$ cat config.mk
export PLATFORM = sky130hd
export DESIGN_NAME = padded_receptive_field_indexer_top
export DESIGN_NICKNAME = d
export VERILOG_FILES = /design/src/rtl/core/prfi_pkg.sv /design/src/rtl/core/prfi_seq.sv /design/src/rtl/core/prfi_pipe.sv /design/src/rtl/core/padded_receptive_field_indexer_top.sv
export VERILOG_INCLUDE_DIRS = /design/src /design/src/rtl/core
export SDC_FILE = /design/constraint.sdc
export NUM_CORES = 1
export LEC_CHECK = 0
export ABC_AREA = 1
export BUFFER_PORTS_ARGS = -buffer_cell sky130_fd_sc_hd__buf_2
export CAP_MARGIN = 20
export CELL_PAD_IN_SITES_DETAIL_PLACEMENT = 0
export CELL_PAD_IN_SITES_GLOBAL_PLACEMENT = 2
export CORE_MARGIN = 1
export CORE_UTILIZATION = 39
export CTS_CLUSTER_DIAMETER = 30
export DETAILED_ROUTE_END_ITERATION = 7
export HOLD_SLACK_MARGIN = 0.15
export PLACE_DENSITY = 0.87
export SLEW_MARGIN = 30
export SYNTH_ARGS = -nofsm -noshare
export SYNTH_HDL_FRONTEND = slang
export SYNTH_SLANG_ARGS = --single-unit
$ cat constraint.sdc
create_clock -name clk -period 6.3 [get_ports clk]
set_clock_uncertainty 0.15 [all_clocks]
set_input_delay 0.945 -clock clk [delete_from_list [all_inputs] [get_ports clk]]
set_output_delay 0.945 -clock clk [all_outputs]
set_load 0.005 [all_outputs]
$ cat src/rtl/core/padded_receptive_field_indexer_top_defines.svh
// Assertion macros for the receptive field indexer.
// Included by the top level; no other dependencies.
`ifndef PADDED_RECEPTIVE_FIELD_INDEXER_TOP_DEFINES_SVH
`define PADDED_RECEPTIVE_FIELD_INDEXER_TOP_DEFINES_SVH

`ifndef SYNTH
`define PRFI_ASSERT_IMPLY(label, ante, cons) \
  label: assert property (@(posedge clk) disable iff (rst) (ante) |-> (cons)) \
    else $error("prfi: implication check failed");
`define PRFI_ASSERT_NEXT(label, ante, cons) \
  label: assert property (@(posedge clk) disable iff (rst) (ante) |=> (cons)) \
    else $error("prfi: next-cycle check failed");
`else
`define PRFI_ASSERT_IMPLY(label, ante, cons)
`define PRFI_ASSERT_NEXT(label, ante, cons)
`endif

`endif

$ cat src/rtl/core/prfi_pkg.sv
// Shared types and constants for the receptive field indexer.
// No dependencies.
package prfi_pkg;

  localparam int MAX_DIM = 1024;
  localparam int COORD_W = 14;  // padded coordinate: 1023*15 + 7
  localparam int DIM_W   = 11;
  localparam int IDX_W   = 24;
  localparam int PROD_W  = 21;

  typedef enum logic [2:0] {
    REG_IMAGE_WIDTH  = 3'd0,
    REG_IMAGE_HEIGHT = 3'd1,
    REG_PAD_AMOUNT   = 3'd2,
    REG_PAD_MODE     = 3'd3,
    REG_KERNEL_SIZE  = 3'd4,
    REG_STRIDE       = 3'd5,
    REG_PAD_INDEX    = 3'd6
  } reg_index_t;

  typedef struct packed {
    logic [DIM_W-1:0] image_width;
    logic [DIM_W-1:0] image_height;
    logic [3:0]       pad_amount;
    logic             pad_mode;
    logic [3:0]       kernel_size;
    logic [3:0]       stride;
    logic [IDX_W-1:0] pad_index;
  } cfg_t;

  typedef struct packed {
    logic [COORD_W-1:0] prow;
    logic [COORD_W-1:0] pcol;
    logic               last;
  } tap_t;

endpackage

$ cat src/rtl/core/prfi_seq.sv
// Tap sequencer: holds one output position and walks its kernel taps.
// Depends on prfi_pkg.
module prfi_seq
  import prfi_pkg::*;
#(
  parameter int MAX_KERNEL = 8
) (
  input  logic        clk,
  input  logic        rst,
  input  cfg_t        cfg,
  input  logic        in_valid,
  output logic        in_ready,
  input  logic [9:0]  out_row,
  input  logic [9:0]  out_col,
  output logic        tap_valid,
  input  logic        tap_ready,
  output tap_t        tap,
  output logic        busy
);

  localparam int KW = (MAX_KERNEL > 1) ? $clog2(MAX_KERNEL) : 1;

  logic [KW-1:0]      r;
  logic [KW-1:0]      c;
  logic [COORD_W-1:0] row_base;
  logic [COORD_W-1:0] col_base;
  logic [3:0]         k;
  logic               last;
  logic               advance;
  logic               accept;

  assign k = (cfg.kernel_size > 4'(MAX_KERNEL)) ? 4'(MAX_KERNEL) : cfg.kernel_size;
  assign last = (4'(r) == k - 4'd1) && (4'(c) == k - 4'd1);

  assign tap_valid = busy;
  assign advance   = busy && tap_ready;
  // nothing is taken while reset is held
  assign in_ready  = !rst && (!busy || (advance && last));
  assign accept    = in_valid && in_ready;

  assign tap.prow = row_base + COORD_W'(r);
  assign tap.pcol = col_base + COORD_W'(c);
  assign tap.last = last;

  always_ff @(posedge clk) begin
    if (rst) begin
      busy <= 1'b0;
      r    <= '0;
      c    <= '0;
    end else if (accept) begin
      // zero kernel: item is taken and yields nothing
      busy <= (k != 4'd0);
      r    <= '0;
      c    <= '0;
    end else if (advance) begin
      if (last) begin
        busy <= 1'b0;
      end else if (4'(c) == k - 4'd1) begin
        c <= '0;
        r <= r + KW'(1);
      end else begin
        c <= c + KW'(1);
      end
    end
  end

  always_ff @(posedge clk) begin
    if (accept) begin
      row_base <= COORD_W'(out_row) * COORD_W'(cfg.stride);
      col_base <= COORD_W'(out_col) * COORD_W'(cfg.stride);
    end
  end

endmodule

$ cat src/rtl/core/prfi_pipe.sv
// Index pipeline: padded coordinate -> bounds check -> row product -> index.
// Depends on prfi_pkg.
module prfi_pipe
  import prfi_pkg::*;
(
  input  logic             clk,
  input  logic             rst,
  input  cfg_t             cfg,
  input  logic             tap_valid,
  output logic             tap_ready,
  input  tap_t             tap,
  output logic             out_valid,
  input  logic             out_ready,
  output logic [IDX_W-1:0] tap_index,
  output logic             is_pad,
  output logic             last_tap
);

  logic [DIM_W-1:0] w;
  logic [DIM_W-1:0] h;
  logic [3:0]       offset;

  // stage 1: padded coordinates
  logic               v1;
  tap_t               s1;
  // stage 2: image coordinates and bounds
  logic               v2;
  logic [9:0]         rr2;
  logic [9:0]         cc2;
  logic               inside2;
  logic               last2;
  // stage 3: row product
  logic               v3;
  logic [PROD_W-1:0]  prod3;
  logic [9:0]         cc3;
  logic               inside3;
  logic               last3;

  logic [COORD_W-1:0] rr;
  logic [COORD_W-1:0] cc;
  logic               in_image;
  logic               en1, en2, en3, en4;

  assign w = (cfg.image_width  > DIM_W'(MAX_DIM)) ? DIM_W'(MAX_DIM) : cfg.image_width;
  assign h = (cfg.image_height > DIM_W'(MAX_DIM)) ? DIM_W'(MAX_DIM) : cfg.image_height;
  assign offset = (cfg.pad_amount != 4'd0 && !cfg.pad_mode) ? cfg.pad_amount : 4'd0;

  assign en4 = !out_valid || out_ready;
  assign en3 = !v3 || en4;
  assign en2 = !v2 || en3;
  assign en1 = !v1 || en2;
  assign tap_ready = en1;

  assign rr = s1.prow - COORD_W'(offset);
  assign cc = s1.pcol - COORD_W'(offset);
  assign in_image = (s1.prow >= COORD_W'(offset)) && (s1.pcol >= COORD_W'(offset)) &&
                    (rr < COORD_W'(h)) && (cc < COORD_W'(w));

  always_ff @(posedge clk) begin
    if (rst) begin
      v1        <= 1'b0;
      v2        <= 1'b0;
      v3        <= 1'b0;
      out_valid <= 1'b0;
    end else begin
      if (en1) v1 <= tap_valid;
      if (en2) v2 <= v1;
      if (en3) v3 <= v2;
      if (en4) out_valid <= v3;
    end
  end

  always_ff @(posedge clk) begin
    if (en1) begin
      s1 <= tap;
    end
    if (en2) begin
      // in_image implies both image coordinates are below 1024
      rr2     <= rr[9:0];
      cc2     <= cc[9:0];
      inside2 <= in_image;
      last2   <= s1.last;
    end
    if (en3) begin
      prod3   <= PROD_W'(rr2) * PROD_W'(w);
      cc3     <= cc2;
      inside3 <= inside2;
      last3   <= last2;
    end
    if (en4) begin
      tap_index <= inside3 ? IDX_W'(prod3 + PROD_W'(cc3) + PROD_W'(1)) : cfg.pad_index;
      is_pad    <= !inside3;
      last_tap  <= last3;
    end
  end

endmodule

$ cat src/rtl/core/padded_receptive_field_indexer_top.sv
// Top level of the receptive field indexer: config registers, sequencer, pipeline.
// Depends on prfi_pkg, prfi_seq, prfi_pipe and the assertion macro header.
//
//   channel | direction | handshake              | payload
//   --------+-----------+------------------------+------------------------------
//   in      | input     | in_valid / in_ready    | out_row, out_col
//   out     | output    | out_valid / out_ready  | tap_index, is_pad, last_tap
//   cfg     | input     | cfg_valid / cfg_ready  | cfg_index, cfg_data
//
// One tap leaves per cycle when not stalled; an item yields k*k taps (k = kernel_size,
// capped at MAX_KERNEL), set by the tap sequencer; a zero kernel item yields none.
// A first tap crosses the sequencer and coordinate, bounds, product and index stages.
// The next item is taken in the cycle its predecessor's last tap enters the pipe.
// Synchronous reset clears all valids, holds in_ready and cfg_ready low, loads defaults.
// A full stage stalls only while the next one does; nothing is dropped or repeated.
`include "padded_receptive_field_indexer_top_defines.svh"

module padded_receptive_field_indexer_top
  import prfi_pkg::*;
#(
  parameter int MAX_KERNEL = 8
) (
  input  logic             clk,
  input  logic             rst,
  input  logic             in_valid,
  output logic             in_ready,
  input  logic [9:0]       out_row,
  input  logic [9:0]       out_col,
  output logic             out_valid,
  input  logic             out_ready,
  output logic [IDX_W-1:0] tap_index,
  output logic             is_pad,
  output logic             last_tap,
  input  logic             cfg_valid,
  output logic             cfg_ready,
  input  logic [2:0]       cfg_index,
  input  logic [IDX_W-1:0] cfg_data
);

  cfg_t cfg;
  tap_t tap;
  logic tap_valid;
  logic tap_ready;
  logic seq_busy;

  assign cfg_ready = !rst;

  always_ff @(posedge clk) begin
    if (rst) begin
      cfg.image_width  <= DIM_W'(28);
      cfg.image_height <= DIM_W'(28);
      cfg.pad_amount   <= 4'd0;
      cfg.pad_mode     <= 1'b0;
      cfg.kernel_size  <= 4'd3;
      cfg.stride       <= 4'd1;
      cfg.pad_index    <= '0;
    end else if (cfg_valid) begin
      case (reg_index_t'(cfg_index))
        REG_IMAGE_WIDTH:  cfg.image_width  <= cfg_data[DIM_W-1:0];
        REG_IMAGE_HEIGHT: cfg.image_height <= cfg_data[DIM_W-1:0];
        REG_PAD_AMOUNT:   cfg.pad_amount   <= cfg_data[3:0];
        REG_PAD_MODE:     cfg.pad_mode     <= cfg_data[0];
        REG_KERNEL_SIZE:  cfg.kernel_size  <= cfg_data[3:0];
        REG_STRIDE:       cfg.stride       <= cfg_data[3:0];
        REG_PAD_INDEX:    cfg.pad_index    <= cfg_data;
        default: ;
      endcase
    end
  end

  prfi_seq #(
    .MAX_KERNEL (MAX_KERNEL)
  ) u_seq (
    .clk       (clk),
    .rst       (rst),
    .cfg       (cfg),
    .in_valid  (in_valid),
    .in_ready  (in_ready),
    .out_row   (out_row),
    .out_col   (out_col),
    .tap_valid (tap_valid),
    .tap_ready (tap_ready),
    .tap       (tap),
    .busy      (seq_busy)
  );

  prfi_pipe u_pipe (
    .clk       (clk),
    .rst       (rst),
    .cfg       (cfg),
    .tap_valid (tap_valid),
    .tap_ready (tap_ready),
    .tap       (tap),
    .out_valid (out_valid),
    .out_ready (out_ready),
    .tap_index (tap_index),
    .is_pad    (is_pad),
    .last_tap  (last_tap)
  );

  // a busy sequencer takes a new item only as its last tap moves on
  `PRFI_ASSERT_IMPLY(a_seq_handoff, in_valid && in_ready && seq_busy, tap_ready && tap.last)
  // image taps are one-based, never zero
  `PRFI_ASSERT_IMPLY(a_index_nonzero, out_valid && !is_pad, tap_index != '0)
  // a stalled tap keeps its place in the kernel walk
  `PRFI_ASSERT_NEXT(a_tap_hold, tap_valid && !tap_ready && !rst,
                    tap_valid && $stable(tap.prow) && $stable(tap.pcol))

endmodule

# Yosys cells after proc, flatten, opt, wreduce, memory -nomap -nowiden
# Index checks and enable logic that the tools add are counted.
[word_totals]
regBits = 208
inputBits = 52
wordCells = 105
[op_classes]
addsub = 9
n_mul = 3
order_cmp = 7
n_eq_ne = 8
n_mux = 9
bitwise = 1
n_reduce_logical = 38
[ops]
columns = ["op", "count"]
rows = [
  ["14-bit by 3-bit adder with 14-bit output", 2],
  ["14-bit by 4-bit >= comparator with 1-bit output", 2],
  ["14-bit by 11-bit < comparator with 1-bit output", 2],
  ["10-bit by 4-bit multiplier with 14-bit output", 2],
  ["14-bit by 4-bit subtractor with 14-bit output", 2],
  ["24-bit by 1-bit adder with 24-bit output (second input constant)", 1],
  ["24-bit two-way mux", 1],
  ["21-bit by 10-bit adder with 22-bit output", 1],
  ["11-bit > comparator (second input constant)", 2],
  ["11-bit two-way mux", 2],
  ["10-bit by 11-bit multiplier with 21-bit output", 1],
  ["2-bit AND reduction", 9],
  ["3-bit == test (second input constant)", 3],
  ["1-bit logical AND", 9],
  ["3-bit by 4-bit == test with 1-bit output", 2],
  ["1-bit zero test", 8],
  ["4-bit two-way mux", 2],
  ["4-bit nonzero test", 2],
  ["3-bit by 1-bit adder with 3-bit output (second input constant)", 2],
  ["3-bit by 2-bit == test with 1-bit output (second input constant)", 2],
  ["1-bit logical OR", 5],
  ["4-bit > comparator (second input constant)", 1],
  ["2-bit nonzero test", 2],
  ["4-bit by 1-bit subtractor with 4-bit output (second input constant)", 1],
  ["other kinds (7)", 9],
]

# Longest topological paths before layout
# Gate-level depths: netlist (run 1).
[depth]
ltp_word = 12
depth_mapped = 25
mapped_depth_nobuf = 25

# Modules after synthesis
# A second synthesis (run 1) with hierarchy kept.
[hier_totals]
cells_unflattened = 2022
area_unflattened_um2 = 16704.8
[modules_own_cells]
columns = ["mod", "n_inst", "cells_per_inst", "area_each_um2", "seq_area_each_um2"]
rows = [
  ["prfi_pipe", 1, 1059, 9609.2, 3383.2],
  ["prfi_seq", 1, 608, 4551.9, 980.9],
  ["padded_receptive_field_indexer_top", 1, 355, 2543.7, 1181.1],
]

# Least setup slack after synthesis (run 1)
# No wires, ideal clock.
[synth_timing]
kind = "reg-to-reg"
start = "reg cfg[50] (netlist name)"
end = "reg u_pipe.prod3[15], data pin"
arrival_time_ns = 5.236
path_slack_ns = 0.652
stages_incl_launch_ff = 25
path_buffers = 0
synth_period_minus_slack_ns = 5.648
path_cell_list = "dfxtp_1 nor4_1 and3_1 a21oi_1 inv_1 nand2_1 inv_1 nand2_1 fa_1 inv_1 fa_1 inv_1 fa_1 inv_1 fa_1 inv_1 fa_1 inv_1 ha_1 a21oi_1 o21a_1 o21ai_1 a21boi_0 o21ai_1 xor2_1"
[synth_via]
elab_chain_cells = 3
[synth_lines]
columns = ["item", "line_no", "source"]
rows = [
  ["11-bit > comparator", "prfi_pipe.sv:44", "assign w = (cfg.image_width > DIM_W'(MAX_DIM)) ? DIM_W'(MAX_DIM) : cfg.image_width;"],
  ["11-bit two-way mux *", "prfi_pipe.sv:44", ""],
  ["10-bit by 11-bit multiplier with 21-bit output *", "prfi_pipe.sv:85", "prod3 <= PROD_W'(rr2) * PROD_W'(w);"],
  ["end signal: assignment", "prfi_pipe.sv:85", ""],
  ["end: declaration", "prfi_pipe.sv:34", "logic [PROD_W-1:0] prod3;"],
]
# Mark *: on every way between the ends. The rest lies on a longest branch, timed or not.
# A chain may end at the register's enable or synchronous reset.

# Worst setup path in the final report (run 1)
[layout_timing]
start = "reg cfg[50] (netlist name)"
end = "reg u_pipe.prod3[15], data pin"
[layout_via]
elab_chain_cells = 3
[layout_lines]
columns = ["item", "line_no"]
rows = [
  ["11-bit > comparator", "prfi_pipe.sv:44"],
  ["11-bit two-way mux *", "prfi_pipe.sv:44"],
  ["10-bit by 11-bit multiplier with 21-bit output *", "prfi_pipe.sv:85"],
]
# Marks and branches as above.

==> impl_metrics.csv, run 1 <==
group,metric,value,unit
outcome,outcome,"finished clean",
timing,slew_viol_final,0,
worst_hold_path,hp-class,"reg -> reg",
clock_network,cts_resized,0,
global_route,grt_usage,0.1838,
timing,setup_slack,0.3567,ns
global_route,grt_max_degree,62,
setup_path,cp_data_arrival_time,6.06,ns
global_route,gr-total-overflow,0,
timing,tightest_slew,0.8755,ns
yosys,synth-seq-cells,208,
yosys,synth-edff-count,138,
cells_and_area,layout.nets,2322,
placed_design,pre_cts_ws,0.2829,ns
power,power,6025,uW
global_route,use_met2,0.3306,
clock_network,cts_made_buffers,42,
clock_network,clock_sinks,208,
power,swShare,0.3497,
yosys,synthArstFlopShare,0,
drt,vias,12460,
placed_design,place_area,17200,sq um
drt,drt_first_pass_iters,7,
clock_network,htreeDepth,2,
timing,whs,0.2657,ns
power,peakVddDrop,151.9,uV
drt,vias_per_cell,4.816,
global_route,top_usage_layer,"met2",
yosys,synthCells,1914,
cells_and_area,regArea,5545,sq um
setup_path,worstPathRequired,6.41,ns
die,ios,81,
die,die_area,42250,sq um
die,num_rows,74,
placed_design,port-buffer-count,80,
global_route,antenna_found_initial,0,
clock_network,cts_tree,"built",
die,fp.coreArea,40830,sq um
drt,drt-wirelength-per-cell,14.58,microns
cells_and_area,stdcell_count,2588,
cells_and_area,n_antenna_cell,0,
timing,finalCritPeriodShare,0.9434,
setup_path,path_max_fanout,6,
timing,max_freq,0.1683,GHz
yosys,synth.most_common_cell,"nand2_1",
setup_path,worst_setup_path_start_kind,"register",
cells_and_area,areaGrowthSynthToFinish,15.73,%
power,switching_power,2107,uW
yosys,yosys.area.top_type_share,0.2565,
global_route,use_met1,0.2299,
global_route,grt_pass1_vias,12300,
cells_and_area,final_cell_area,18700,sq um
clock_network,postCtsSetupBuffers,0,
yosys,yosys.area.top_type,"edfxtp_1",
yosys,synth_cell_types,52,
power,pwr-share-comb,0.330,
die,start_util,0.3957,
yosys,synthTopCellsByCount,"nand2_1 (418), inv_1 (310), nor2_1 (226)",
global_route,grt_pass1_wl,61980,microns
power,power.density,322.2,nW/um^2
placed_design,dp_cells,2511,
yosys,syn_area,16160,sq um
clock_network,clock_path_buffers,3,
setup_path,max_stage_delay,0.55,ns
drt,drc,0,
power,p_leak,0.009378,uW
drt,antenna_left,0,
yosys,synth_seq_area_share,0.3432,
clock_network,clk_latency,0.53,ns
drt,drt-total-wl,37730,microns
placed_design,place.gp.congestion,0.9046,
clock_network,ctsHoldBuffers,0,
power,power_frac_clock,0.380,
run,maxCapViolCount,0,
setup_path,cp_slowest_cell,"fa_1",
power,intPower,3918,uW
setup_path,critPathCaptureType,"register",
yosys,avgSynthCellArea,8.442,sq um
setup_path,cpMostUsedCell,"inv_1",
cells_and_area,drive_above_1_share,0.1051,
yosys,synth.net_count,2213,
yosys,synth-warning-count,0,
cells_and_area,multi_input_area,9278,sq um
timing,finalSetupViolCount,0,
cells_and_area,fill_cells,4021,
clock_network,cts_root_buf,"clkbuf_16",
timing,hold_viol,0,
placed_design,dp_hpwl,30740,microns
global_route,grt_use_met3,0.02201,
drt,drt_iter0_drc,709,
yosys,ys_top_cells_by_area,"edfxtp_1 (26%), fa_1 (13%), ha_1 (11%), nand2_1 (9.7%), dfxtp_1 (8.7%)",
yosys,synth_flop_cell,"edfxtp_1",
timing,slew_headroom,0.4157,
setup_path,crit_chain,"nor4_1, and3_1, a21oi_1, inv_1, nand2_1, inv_1, nand2_1, fa_1, inv_1, fa_1, inv_1, fa_1, inv_1, fa_1, inv_1, fa_1, inv_1, ha_1, a21oi_1, o21a_1, o21ai_2, a21boi_1, o21ai_1, xor2_1",
die,die_y,205.5,microns
clock_network,path_clk_slew,0.05,ns
power,p_seq_frac,0.289,
timing,min_period,5.943,ns
setup_path,worstSetupPathType,"reg -> reg",
die,die_w,205.5,microns
-- sequential cells by signal (all words and copies together) (netlist names), 3 cells and up --
register and count:
u_pipe.cc2 10, u_seq.col_base 14, u_pipe.prod3 21, u_seq.row_base 14, u_seq.c 3, u_pipe.rr2 10
u_seq.r 3, u_pipe.cc3 10, cfg 59, u_pipe.s1 29, u_pipe.tap_index 24
-- critical path, delay by kind of cell (launching register included) --
family / cells / cell delay (ns)
and+or+nand+nor: 4 / 0.66
buffers and inverters: 7 / 0.57
adders and majority gates: 6 / 2.92
DFF: 1 / 0.31
xor gates and xnor gates: 1 / 0.15
AOI/OAI and AO/OA: 6 / 0.92
-- path summary, 6_finish.rpt --
check,startpoint,to,slack [ns],cells after the start
hold / removal,u_pipe.inside2,u_pipe.inside3,0.27,0
hold reg to reg,u_pipe.inside2,u_pipe.inside3,0.27,0
setup reg to reg,cfg[50],u_pipe.prod3[15],0.36,24
setup / recovery,cfg[50],u_pipe.prod3[15],0.36,24
-- layout make-up --
cell class | instances | share of cell area
Clock buffer | 54 | 0.06236
Clock inverter | 23 | 0.01766
Inverter | 316 | 0.06343
Multi-Input combinational cell | 1358 | 0.4962
Sequential cell | 208 | 0.2966
Tap cell | 532 | 0.03560
Timing Repair Buffer | 97 | 0.02824
-- metal layers --
| metal | vias up | share of wire |
|---|---|---|
| met3 | 49 | 0.029 |
| met2 | 195 | 0.51 |
| met1 | 5862 | 0.44 |
| met4 | 0 | 0.019 |
| met5 | - | 0 |
| li1 | 6357 | - |
-- stage by stage --
step | utilization | setup TNS (ns)
finish | 0.4580 | 0
global route | 0.4580 | -0.008001
CTS | 0.4579 | 0
detailed placement | 0.4212 | 0
global placement | 0.4212 | 0
floorplan | - | 0
-- placed cells by master, fill, tap and decap left out, types with 5 or more instances in the layout --
cell	instances
nand3_1	82
clkinv_2	5
nand2_1	418
xnor2_1	27
xor2_1	66
dfxtp_1	70
nor2_1	226
nand4_1	19
nor2_2	10
nor4_1	5
nand3_2	6
o31ai_1	6
fa_1	107
clkbuf_8	7
clkbuf_16	42
a21oi_1	78
inv_6	6
edfxtp_1	138
inv_1	309
and3_1	5
ha_1	140
clkbuf_1	5
o21ai_0	82
nor3_1	17
nand2_2	12
bufinv_16	6
o21a_1	5
buf_2	80
buf_4	17
-- cells by family after synthesis --
logic type,synth area share
adder cells (fa/ha/maj),0.2410
AND/OR/NAND/NOR,0.2150
buffers and inverters,0.08317
flip-flops,0.3432
AO/OA/AOI/OAI,0.06721
XOR/XNOR,0.05041
-- power by group through the flow --
| stage | Sequential (uW) | Combinational (uW) | Clock, uW |
|---|---|---|---|
| final | 1740 | 1990 | 2290 |
| after global routing | 1760 | 2310 | 2400 |
| after CTS | 1750 | 2020 | 2340 |
| after detailed placement | 1770 | 2000 | 0 |
| after global placement | 1770 | 1980 | 0 |
| after floorplan | 1710 | 1540 | 0 |
Note: power is estimated with default switching activity, not from simulation.
==> run 2, diff against run 1 <==
CTS_BUF_LIST = sky130_fd_sc_hd__clkbuf_8 sky130_fd_sc_hd__clkbuf_16   (was unset)
==> impl_metrics.csv, run 2 (same netlist as run 1, synthesis figures left out) <==
group,metric,value,unit
cells_and_area,layout_common_cells,"nand2_1 (418), inv_1 (314), nor2_1 (226)",
cells_and_area,n_antenna_cell,0,
worst_hold_path,hp-class,"reg -> reg",
setup_path,cp_slowest_cell,"fa_1",
setup_path,r2r_start,"cfg[51]",
global_route,gr-total-overflow,0,
cells_and_area,fill_cells,4021,
setup_path,cp-endpoint,"u_pipe.prod3[15]",
power,power_frac_clock,0.380,
cells_and_area,reg_top3,"cfg x59, u_pipe.s1 x29, u_pipe.tap_index x24",
clock_network,path_clk_slew,0.05,ns
drt,drt-wirelength-per-cell,14.58,microns
drt,vias_per_cell,4.816,
clock_network,clock_sinks,208,
timing,finalCritPeriodShare,0.9436,
placed_design,dp_hpwl,30740,microns
global_route,antenna_found_initial,0,
die,num_rows,74,
run,maxCapViolCount,0,
clock_network,cts_made_buffers,42,
die,start_util,0.3957,
global_route,grt_pass1_wl,61980,microns
timing,slew_headroom,0.4157,
drt,drt-total-wl,37750,microns
setup_path,max_stage_delay,0.55,ns
placed_design,dp_cells,2511,
global_route,grt_pass1_vias,12300,
clock_network,cts_resized,0,
global_route,grt_usage,0.1838,
placed_design,place.gp.congestion,0.9046,
setup_path,r2r-end,"u_pipe.prod3[15]",
power,swShare,0.3503,
clock_network,cts_tree,"built",
outcome,outcome,"finished clean",
drt,drt_iter0_drc,706,
cells_and_area,multi_input_area,9278,sq um
setup_path,path_max_fanout,6,
timing,setup_slack,0.3555,ns
cells_and_area,areaGrowthSynthToFinish,15.73,%
timing,slew_viol_final,0,
die,die_area,42250,sq um
timing,finalSetupViolCount,0,
clock_network,clk_latency,0.53,ns
die,die_y,205.5,microns
setup_path,critPathCaptureType,"register",
die,ios,81,
setup_path,worstPathRequired,6.41,ns
die,fp.coreArea,40830,sq um
setup_path,rrSetupSlack,0.36,ns
drt,drc,0,
global_route,grt_max_degree,62,
clock_network,cts_root_buf,"clkbuf_16",
clock_network,htreeDepth,2,
setup_path,worst_setup_path_start_kind,"register",
placed_design,pre_cts_ws,0.2829,ns
timing,min_period,5.944,ns
worst_hold_path,min_path_cells,0,
power,power.density,321.8,nW/um^2
cells_and_area,layout_commonest_cell,"nand2_1",
setup_path,crit_start,"cfg[51]",
clock_network,postCtsSetupBuffers,0,
die,die_w,205.5,microns
power,switching_power,2108,uW
setup_path,r2r_cells,24,
cells_and_area,top_register,"cfg",
cells_and_area,layout.nets,2322,
cells_and_area,regArea,5545,sq um
cells_and_area,drive_above_1_share,0.1051,
power,p_leak,0.009399,uW
setup_path,cp_data_arrival_time,6.06,ns
power,peakVddDrop,152.0,uV
cells_and_area,largest_reg_flops,59,
power,intPower,3909,uW
drt,vias,12460,
power,p_seq_frac,0.289,
clock_network,clock_path_buffers,3,
timing,tightest_slew,0.8754,ns
drt,drt_first_pass_iters,7,
setup_path,cpMostUsedCell,"inv_1",
cells_and_area,stdcell_count,2588,
clock_network,ctsHoldBuffers,0,
timing,max_freq,0.1682,GHz
setup_path,crit_chain,"nor4_1, and3_1, a21oi_1, inv_1, nand2_1, inv_1, nand2_1, fa_1, inv_1, fa_1, inv_1, fa_1, inv_1, fa_1, inv_1, fa_1, inv_1, ha_1, a21oi_1, o21a_1, o21ai_2, a21boi_1, o21ai_1, xor2_1",
timing,hold_viol,0,
placed_design,port-buffer-count,80,
drt,antenna_left,0,
power,pwr-share-comb,0.331,
setup_path,worstSetupPathType,"reg -> reg",
-- run 2: cell types whose count changed in the layout (fill, tap and decap cells not counted) --
cell | previous run | this run
inv_1 | 309 | 314
clkbuf_1 | 5 | 0
-- run 2: per-layer routing --
metal  global-route usage  share of wire  vias to the layer above  routed length [microns]
li1                     -              -                     6357                        -
met2               0.3306           0.51                      203                    19240
met1               0.2299           0.44                     5855                    16720
met4              0.05132          0.019                        0                      718
met5                    0              0                        -                        0
met3              0.02201          0.028                       49                     1062
-- run 2: worst min-delay path by stage --
stage	startpoint	end	slack, ns
after floorplan	u_pipe.cc2[0]	u_pipe.cc3[0]	0.25
after global placement	u_pipe.cc2[4]	u_pipe.cc3[4]	0.25
after detailed placement	u_pipe.cc2[4]	u_pipe.cc3[4]	0.25
after CTS	u_pipe.cc2[7]	u_pipe.cc3[7]	0.27
after global routing	u_pipe.cc2[6]	u_pipe.cc3[6]	0.27
final	u_pipe.inside2	u_pipe.inside3	0.27
-- run 2: power by group through the flow --
stage | Clock (uW) | Combinational, uW | Sequential, uW
6_report | 2280 | 1990 | 1740
4_1_cts | 2330 | 2020 | 1750
3_3_place_gp | 0 | 1980 | 1770
3_5_place_dp | 0 | 2000 | 1770
2_1_floorplan | 0 | 1540 | 1710
5_1_grt | 2390 | 2310 | 1760
-- run 2: worst max-delay path, delay by kind of cell (launching register included) --
family                   cells  cell delay (ns)
AND/OR/NAND/NOR              4             0.66
buffers and inverters        7             0.57
XOR/XNOR                     1             0.15
AO/OA/AOI/OAI                6             0.92
adder cells (fa/ha/maj)      6             2.92
flip-flops                   1             0.32
-- run 2: layout make-up --
| type | instances | share of cell area |
|---|---|---|
| Multi-Input combinational cell | 1358 | 0.4962 |
| Sequential cell | 208 | 0.2966 |
| Inverter | 316 | 0.06343 |
| Clock buffer | 49 | 0.06136 |
| Tap cell | 532 | 0.03560 |
| Timing Repair Buffer | 97 | 0.02824 |
| Clock inverter | 28 | 0.01867 |
-- run 2: through the flow --
stage	cell area, sq um	hold WS [ns]	setup TNS (ns)	utilization	total power, uW
6_report	18700	0.2657	0	0.4580	6017
5_1_grt	18700	0.2677	-0.008001	0.4580	6453
4_1_cts	18700	0.2661	0	0.4579	6092
3_5_place_dp	17200	0.2545	0	0.4212	3767
3_3_place_gp	17200	0.2509	0	0.4212	3752
2_1_floorplan	16160	0.2503	0	-	3250
